File: src/rtl/arec_pkg.sv
// ----------------------------------------------------------------------------
// arec_pkg
// shared widths, constants and helpers of the adaptive order-0 range encoder
// ----------------------------------------------------------------------------
`default_nettype none

package arec_pkg;

    localparam int SYMBOLS   = 256;
    localparam int CNT_W     = 17;
    localparam int IDX_W     = 9;

    localparam logic [31:0]      RC_SETTLE = 32'h0100_0000;
    localparam logic [31:0]      RC_FLOOR  = 32'h0001_0000;
    localparam logic [31:0]      RC_FULL   = 32'hFFFF_FFFF;
    localparam logic [CNT_W-1:0] TOTAL_RST = CNT_W'(SYMBOLS);
    localparam logic [CNT_W-1:0] TOTAL_LIM = CNT_W'(65536);
    localparam logic [7:0]       INC_RST   = 8'd32;

    typedef struct packed {
        logic        emit;
        logic [31:0] rng;
    } norm_t;

    function automatic norm_t norm_check(input logic [31:0] low, input logic [31:0] rng);
        norm_t       r;
        logic [31:0] diff;
        diff   = low ^ (low + rng);
        r.emit = 1'b1;
        r.rng  = rng;
        if (diff >= RC_SETTLE) begin
            if (rng >= RC_FLOOR) begin
                r.emit = 1'b0;
            end else begin
                r.rng = (32'd0 - low) & (RC_FLOOR - 32'd1);
            end
        end
        return r;
    endfunction

endpackage

`default_nettype wire

File: src/rtl/arec_div.sv
// ----------------------------------------------------------------------------
// arec_div
// restoring divider, one quotient bit per cycle, 32-bit dividend
// ----------------------------------------------------------------------------
`default_nettype none

module arec_div (
    input  wire logic                       aclk,
    input  wire logic                       aresetn,
    input  wire logic                       start,
    input  wire logic [31:0]                dividend,
    input  wire logic [arec_pkg::CNT_W-1:0] divisor,
    output logic                            done,
    output logic [31:0]                     quotient
);

    logic [arec_pkg::CNT_W-1:0] rem_reg, rem_next;
    logic [31:0]                quo_reg, quo_next;
    logic [arec_pkg::CNT_W-1:0] dvs_reg, dvs_next;
    logic [5:0]                 cnt_reg, cnt_next;
    logic                       busy_reg, busy_next;
    logic                       done_reg, done_next;
    logic [arec_pkg::CNT_W:0]   trial;

    always_comb begin
        rem_next  = rem_reg;
        quo_next  = quo_reg;
        dvs_next  = dvs_reg;
        cnt_next  = cnt_reg;
        busy_next = busy_reg;
        done_next = 1'b0;
        trial     = {rem_reg, quo_reg[31]};
        if (start) begin
            rem_next  = '0;
            quo_next  = dividend;
            dvs_next  = divisor;
            cnt_next  = '0;
            busy_next = 1'b1;
        end else if (busy_reg) begin
            if (trial >= {1'b0, dvs_reg}) begin
                rem_next = arec_pkg::CNT_W'(trial - {1'b0, dvs_reg});
                quo_next = {quo_reg[30:0], 1'b1};
            end else begin
                rem_next = trial[arec_pkg::CNT_W-1:0];
                quo_next = {quo_reg[30:0], 1'b0};
            end
            cnt_next = cnt_reg + 6'd1;
            if (cnt_reg == 6'd31) begin
                busy_next = 1'b0;
                done_next = 1'b1;
            end
        end
    end

    always_ff @(posedge aclk) begin
        if (!aresetn) begin
            busy_reg <= 1'b0;
            done_reg <= 1'b0;
            cnt_reg  <= '0;
        end else begin
            busy_reg <= busy_next;
            done_reg <= done_next;
            cnt_reg  <= cnt_next;
        end
        rem_reg <= rem_next;
        quo_reg <= quo_next;
        dvs_reg <= dvs_next;
    end

    assign done     = done_reg;
    assign quotient = quo_reg;

endmodule

`default_nettype wire

File: config.mk
export PLATFORM = sky130hd
export DESIGN_NAME = arec_div
export DESIGN_NICKNAME = d
export VERILOG_FILES = /design/src/rtl/arec_pkg.sv /design/src/rtl/arec_div.sv
export SDC_FILE = /design/constraint.sdc
export NUM_CORES = 1
export LEC_CHECK = 0
export BUFFER_PORTS_ARGS = -buffer_cell sky130_fd_sc_hd__clkbuf_2
export CELL_PAD_IN_SITES_DETAIL_PLACEMENT = 0
export CELL_PAD_IN_SITES_GLOBAL_PLACEMENT = 1
export CORE_MARGIN = 10
export CORE_UTILIZATION = 43
export DETAILED_ROUTE_END_ITERATION = 8
export MAX_ROUTING_LAYER = met4
export PLACE_DENSITY = 0.83
export SYNTH_ARGS = -nofsm -noshare
export SYNTH_HDL_FRONTEND = slang
export SYNTH_SLANG_ARGS = --single-unit
File: constraint.sdc
create_clock -name aclk -period 3.25 [get_ports aclk]
set_input_delay 0.325 -clock aclk [delete_from_list [all_inputs] [get_ports aclk]]
set_output_delay 0.325 -clock aclk [all_outputs]
set_load 0.005 [all_outputs]
==> results of run 1 <==
## area by class of cell
class                           instances  area, sq um
Clock inverter                          3        68.82
Tap cell                              108        135.1
Multi-Input combinational cell        232         1750
Sequential cell                        74         1972
Fill cell                             791         4108
Inverter                               22        82.58
Clock buffer                           13        181.4
Timing Repair Buffer                   90        465.4
## worst reg2reg max path: stages, from the launching register on
cell	delay, ns
edfxtp_1	0.41
inv_1	0.08
ha_1	0.16
inv_1	0.05
fa_1	0.39
a21o_1	0.24
a221oi_4	0.37
o21ai_4	0.12
a211o_1	0.50
buf_4	0.24
mux2i_1	0.14
o21ai_0	0.09
## logic make-up (layout without fill, tap and decap cells)
| kind of cell | count (synthesis) | after routing |
|---|---|---|
| adders and majority gates | 19 | 19 |
| AOI/OAI and AO/OA | 75 | 75 |
| buffers and inverters | 34 | 128 |
| and+or+nand+nor | 89 | 89 |
| xor gates and xnor gates | 14 | 14 |
| muxes | 35 | 35 |
| DFF | 74 | 74 |
## worst min-delay path by stage
stage,to,cells past startpoint,startpoint
2_1_floorplan,dvs_reg[0],0,divisor[0]
3_3_place_gp,done,1,cnt_reg[5]
3_5_place_dp,rem_reg[16],2,rem_reg[16]
4_1_cts,dvs_reg[6],1,divisor[6]
5_1_grt,dvs_reg[11],1,divisor[11]
6_report,dvs_reg[2],1,divisor[2]
## metrics by stage
step	util	instance area [sq um]	setup slack (ns)	hold WS [ns]
floorplan	-	3885	0.4723	0.4239
global placement	0.5027	4405	0.4257	0.4610
detailed placement	0.5027	4405	0.3562	0.4714
CTS	0.5313	4656	0.3331	0.1320
global route	0.5313	4656	0.1687	0.1258
finish	0.5313	4656	0.3348	0.1461
## layer usage
layer | vias up | wire (microns) | GRT usage
met5 | - | 0 | -
met4 | 0 | 123 | 0.06023
met3 | 10 | 631 | 0.04896
met2 | 91 | 3983 | 0.2020
met1 | 1397 | 4428 | 0.1878
li1 | 1444 | - | -
## cells in the final DEF (no fill, tap or decap), types with 8 or more instances in the layout
cell and count:
xor2_1 8, ha_1 18, mux2_2 33, nand2_1 24, o21a_1 9, inv_1 22
o21ai_0 11, clkbuf_8 9, nor2_1 30, a21oi_1 13, edfxtp_1 49, dfxtp_1 25
clkbuf_2 84
## report_power, final
part           total (mW)  switching [mW]  internal [mW]
Clock               0.870           0.342          0.528
Sequential           1.13          0.0412           1.09
Combinational       0.385           0.208          0.178
Total                2.38           0.591           1.79
==> summary.md, run 1 <==
| Metric | Value |
|---|---|
| Antenna violations before repair | `0` |
| Synth cell types | `54` |
| Yosys warnings | `0` |
| Total number of vias | `2,942` |
| Setup crit end | `rem_reg[7]` |
| Starting Density | `0.4433` |
| DRT iter0 DRCs | `118` |
| Synth Flop Type | `edfxtp_1` |
| Crit Path Max Fanout | `13` |
| Wire length per cell | `16.91 microns` |
| Post-CTS Setup Repair Bufs | `0` |
| Max Fclk | `343.0 MHz` |
| Clock-pin slew on the worst setup and hold paths | `0.08 ns` |
| Flops & latches, synth | `74` |
| Mapped Cells | `340` |
| Post-CTS Resized | `0` |
| Syn Std Cell Area | `3885 sq um` |
| Core area | `8763 sq um` |
| Peak VDD IR | `253.9 uV` |
| CTS Hold Bufs | `0` |
| Clock root cell | `clkbuf_8` |
| First-pass GRT wire length | `15,010 microns` |
| Clock buffer count from CTS | `9` |
| Die W | `115.1 microns` |
| Worst r2r path cells | `11` |
| N_diodes | `0` |
| Mux share of post-synthesis cell area | `0.1008` |
| Syn Area/Cell | `11.43 sq um` |
| Most frequent cell after synthesis | `edfxtp_1` |
| Startpoint types | `flop` |
| Antenna-violating nets left | `0` |
| Inst Count DP | `526` |
| P_leak | `1.974 nW` |
| Largest net degree at the start of global routing | `60` |
| Worst path depth | `11` |
| Setup tns final | `0 ns` |
| Yosys top cell by area | `edfxtp_1` |
| Family with the most delay on the worst path | `compound AO/OA/AOI/OAI gates` |
| Worst Skew | `0.008409 ns` |
| Clk sinks | `74` |
| Largest family of logic cells by synthesized area | `compound AO/OA/AOI/OAI gates` |
| Slew @ Worst Pin | `0.7339 ns` |
| Final std cells w/o fill | `542` |
| Crit share post-route | `0.8970` |
| Post-Synth Simple-Gate Area | `0.1085` |
| GPL Wtd Cong | `0.8629` |
| Top cells by count, synth | `edfxtp_1 (49), mux2_2 (33), nor2_1 (30), dfxtp_1 (25), nand2_1 (24)` |
| Critical path capture point type | `flop` |
| H-Tree Depth | `3` |
| CTS tree | `done` |
| CP startpoint | `quotient[31]` |
| Final hold violations | `0` |
| Detailed placement HPWL | `6913 microns` |
| CP required | `3.47 ns` |
| Flop-to-flop setup slack | `0.33 ns` |
| Xor/xnor cell area share of the yosys netlist | `0.03156` |
| GRT Total Usage | `0.1450` |
| Vias per cell | `5.428` |
| CP max stage delay | `0.50 ns` |
| DR pass1 iterations | `4` |
| Max FFs per register | `32` |
| Vias in the first global route | `3,076` |
| Total of max-cap violations | `0` |
| Status | `complete, no violations` |
| Area Overhead vs Synth | `19.84%` |
| Relative max-transition margin | `0.5089` |
| Period minus WS final | `2.915 ns` |
| Die H | `115.1 microns` |
| Tot Pwr | `2.384 mW` |
| Post-synth EDFFs | `49` |
| Die Area | `13,240 sq um` |
| Slowest stage cell on the critical path | `a211o_1` |
| Final WL | `9167 microns` |
| Total grt overflow | `0` |
| Compound-gate portion of the synthesized area | `0.1465` |
| Worst hold path type | `in2reg` |
| CP cell instances | `inv_1, ha_1, inv_1, fa_1, a21o_1, a221oi_4, o21ai_4, a211o_1, buf_4, mux2i_1, o21ai_0` |
| Top cells by area, synth | `edfxtp_1 (38%), dfxtp_1 (13%), mux2_2 (9.6%), ha_1 (5.8%), nor2_1 (2.9%)` |
| IO buf count | `84` |
| Share of cells above drive strength 1 | `0.3341` |
| Asr flop ratio synth | `0` |
| Crit Path Class | `reg2reg` |
| I/O pins | `85` |
| Worst Path Arrival | `3.14 ns` |
| Site row count | `34` |
| Final net count | `500` |
| RSZ-0062 raised after global routing | `false` |
| Top cell type's share of synthesized area | `0.3787` |
| Most numerous cell on the critical path | `inv_1` |
| Slew Limit Fails | `0` |
| Post-synthesis adder-cell area fraction | `0.06312` |
| Sequential-to-total area share from yosys stat | `0.5076` |
| Final setup viols | `0` |
| CTS Buffer Depth | `2` |
| Worst reg2reg startpoint | `quotient[31]` |
| Post-Synthesis Net Count | `411` |
| Drc violations | `0` |
| PwrDens | `512.0 nW/um^2` |
| Worst r2r dst | `rem_reg[7]` |
| CP bufs+invs | `3` |
| Later-pin clock latency in the skew report | `0.35 ns` |
(Power assumes the default switching activity.)
==> run 2, diff against run 1 <==
--- a/config.mk
+++ b/config.mk
@@ -7,3 +7,3 @@
 export LEC_CHECK = 0
-export BUFFER_PORTS_ARGS = -buffer_cell sky130_fd_sc_hd__clkbuf_2
+export BUFFER_PORTS_ARGS = -buffer_cell sky130_fd_sc_hd__buf_2
 export CELL_PAD_IN_SITES_DETAIL_PLACEMENT = 0
--- a/constraint.sdc
+++ b/constraint.sdc
@@ -3,2 +3,2 @@
 set_output_delay 0.325 -clock aclk [all_outputs]
-set_load 0.005 [all_outputs]
+set_load 0.02 [all_outputs]
==> summary.md, run 2 (synthesized netlist as in run 1, its figures left out) <==
| Metric | Value |
|---|---|
| Most common cell after layout, fill and taps aside | `buf_2` |
| GPL Wtd Cong | `0.8600 (-0.34%)` |
| I/O pins | `85 (unchanged)` |
| Total of max-cap violations | `0 (unchanged)` |
| Vias per cell | `5.441 (+0.24%)` |
| RSZ-0062 raised after global routing | `false` |
| H-Tree Depth | `3 (unchanged)` |
| Slew @ Worst Pin | `0.7383 ns (+0.004390 ns)` |
| Max FFs per register | `32 (unchanged)` |
| Peak VDD IR | `304.6 uV (+20%)` |
| Final setup viols | `0 (unchanged)` |
| Layout filler cell count | `846 (+7.0%)` |
| Total number of vias | `2,949 (+0.24%)` |
| CTS Hold Bufs | `0 (unchanged)` |
| Die Area | `13,240 sq um (unchanged)` |
| Critical path capture point type | `flop` |
| Met2 WL | `4107 microns (+3.1%)` |
| Later-pin clock latency in the skew report | `0.35 ns (about the same)` |
| Multi-input gate area | `1750 sq um (unchanged)` |
| Crit Path Max Fanout | `13 (unchanged)` |
| Post-CTS Setup Repair Bufs | `0 (unchanged)` |
| DR top layer | `met4` |
| Setup tns final | `0 ns (unchanged)` |
| Total grt overflow | `0 (unchanged)` |
| CTS Buffer Depth | `2 (unchanged)` |
| Post-CTS Resized | `0 (unchanged)` |
| P_leak | `1.921 nW (-2.7%)` |
| Core area | `8763 sq um (unchanged)` |
| Antenna violations before repair | `0 (unchanged)` |
| First-pass GRT wire length | `15,260 microns (+1.7%)` |
| Clock buffer count from CTS | `9 (unchanged)` |
| Startpoint types | `flop` |
| Wire length per cell | `17.28 microns (+2.2%)` |
| GRT Total Usage | `0.1474 (+0.002441)` |
| Crit Path Class | `reg2reg` |
| Area Overhead vs Synth | `17.91%` |
| Pre-CTS WS | `0.3587 ns (+0.002453 ns)` |
| PwrDens | `482.0 nW/um^2 (-5.9%)` |
| Starting Density | `0.4433 (unchanged)` |
| Storage cell area | `1972 sq um (unchanged)` |
| DRT iter0 DRCs | `157 (+33%)` |
| CP cell instances | `inv_1, ha_1, inv_1, fa_1, a21o_1, a221oi_4, o21ai_4, a211o_1, buf_4, mux2i_1, o21ai_0` |
| CP required | `3.47 ns (about the same)` |
| Share of cells above drive strength 1 | `0.3364 (+0.002304)` |
| DR pass1 iterations | `4 (unchanged)` |
| CTS tree | `done` |
| Vias in the first global route | `3,117 (+1.3%)` |
| Slowest stage cell on the critical path | `a211o_1` |
| Final WL | `9366 microns (+2.2%)` |
| Drc violations | `0 (unchanged)` |
| Worst hold path type | `in2reg` |
| Die H | `115.1 microns (unchanged)` |
| Worst Skew | `0.01225 ns (+0.003841 ns)` |
| Status | `complete, no violations` |
| Detailed placement HPWL | `7033 microns (+1.7%)` |
| M1 WL | `4446 microns (+0.41%)` |
| Crit share post-route | `0.8966 (about the same)` |
| DR WL met3 | `693 microns (+9.8%)` |
| Clock-pin slew on the worst setup and hold paths | `0.09 ns (about the same)` |
| Max Fclk | `343.2 MHz (about the same)` |
| Site row count | `34 (unchanged)` |
| Largest net degree at the start of global routing | `37 (-38%)` |
| Slew Limit Fails | `0 (unchanged)` |
| CP max stage delay | `0.50 ns (about the same)` |
| Final net count | `500 (unchanged)` |
| Clock root cell | `clkbuf_8` |
| Final worst setup slack | `0.3360 ns (+0.001145 ns)` |
| IO buf count | `84 (unchanged)` |
| Fin Hold WS | `0.1423 ns (-0.003730 ns)` |
| Final hold violations | `0 (unchanged)` |
| Relative max-transition margin | `0.5060 (-0.002937)` |
| Most numerous cell on the critical path | `inv_1` |
| Antenna-violating nets left | `0 (unchanged)` |
| Die W | `115.1 microns (unchanged)` |
| Most frequent cells in the layout | `buf_2 (84), edfxtp_1 (49), mux2_2 (33)` |
| Clk sinks | `74 (unchanged)` |
| Period minus WS final | `2.914 ns (-0.001145 ns)` |
| N_diodes | `0 (unchanged)` |
| Worst Path Arrival | `3.13 ns (about the same)` |
run 2: cell types whose count changed in the layout (fill, tap and decap cells not counted), moves of 2 or more:
cell and delta:
clkbuf_1 -2, bufinv_16 -2, buf_2 +84, clkbuf_2 -84
clkbuf_16 -2, inv_6 +3
run 2: critical path, delay by kind of cell (launching register included):
family	cells	cell delay, ns
muxes	1	0.14
AOI/OAI and AO/OA	5	1.31
buffers and inverters	3	0.37
DFF	1	0.41
adders and majority gates	2	0.55
run 2: final timing paths:
| check | from | to | slack (ns) | cells past startpoint |
|---|---|---|---|---|
| worst max-delay path | quotient[31] | rem_reg[7] | 0.34 | 11 |
| worst min-delay path | divisor[10] | dvs_reg[10] | 0.14 | 1 |
| worst max register to register | quotient[31] | rem_reg[7] | 0.34 | 11 |
| worst min register to register | cnt_reg[5] | done | 0.49 | 1 |
run 2: per-stage QoR:
step	utilization	area, sq um	power (mW)	std cells
detailed placement	0.5027	4405	1.582	526
floorplan	-	3885	1.443	340
global route	0.5227	4581	2.319	542
CTS	0.5227	4581	2.235	542
global placement	0.5027	4405	1.576	526
finish	0.5227	4581	2.208	542
run 2: per-layer routing:
| layer | vias to the layer above | track usage |
|---|---|---|
| li1 | 1438 | - |
| met1 | 1392 | 0.1894 |
| met2 | 105 | 0.2106 |
| met3 | 14 | 0.05521 |
| met4 | 0 | 0.04538 |
| met5 | - | - |
run 2: report_power, final:
part | switching (mW) | internal (mW) | total [mW]
clock | 0.364 | 0.282 | 0.647
sequential | 0.0406 | 1.09 | 1.13
combinational | 0.254 | 0.179 | 0.433
total | 0.659 | 1.55 | 2.21
run 2: final cells by class:
cell class / count / share of cell area
Clock buffer: 9 / 0.02704
Timing Repair Buffer: 90 / 0.1016
Tap cell: 108 / 0.02950
Multi-Input combinational cell: 232 / 0.3821
Clock inverter: 7 / 0.01120
Sequential cell: 74 / 0.4305
Inverter: 22 / 0.01803
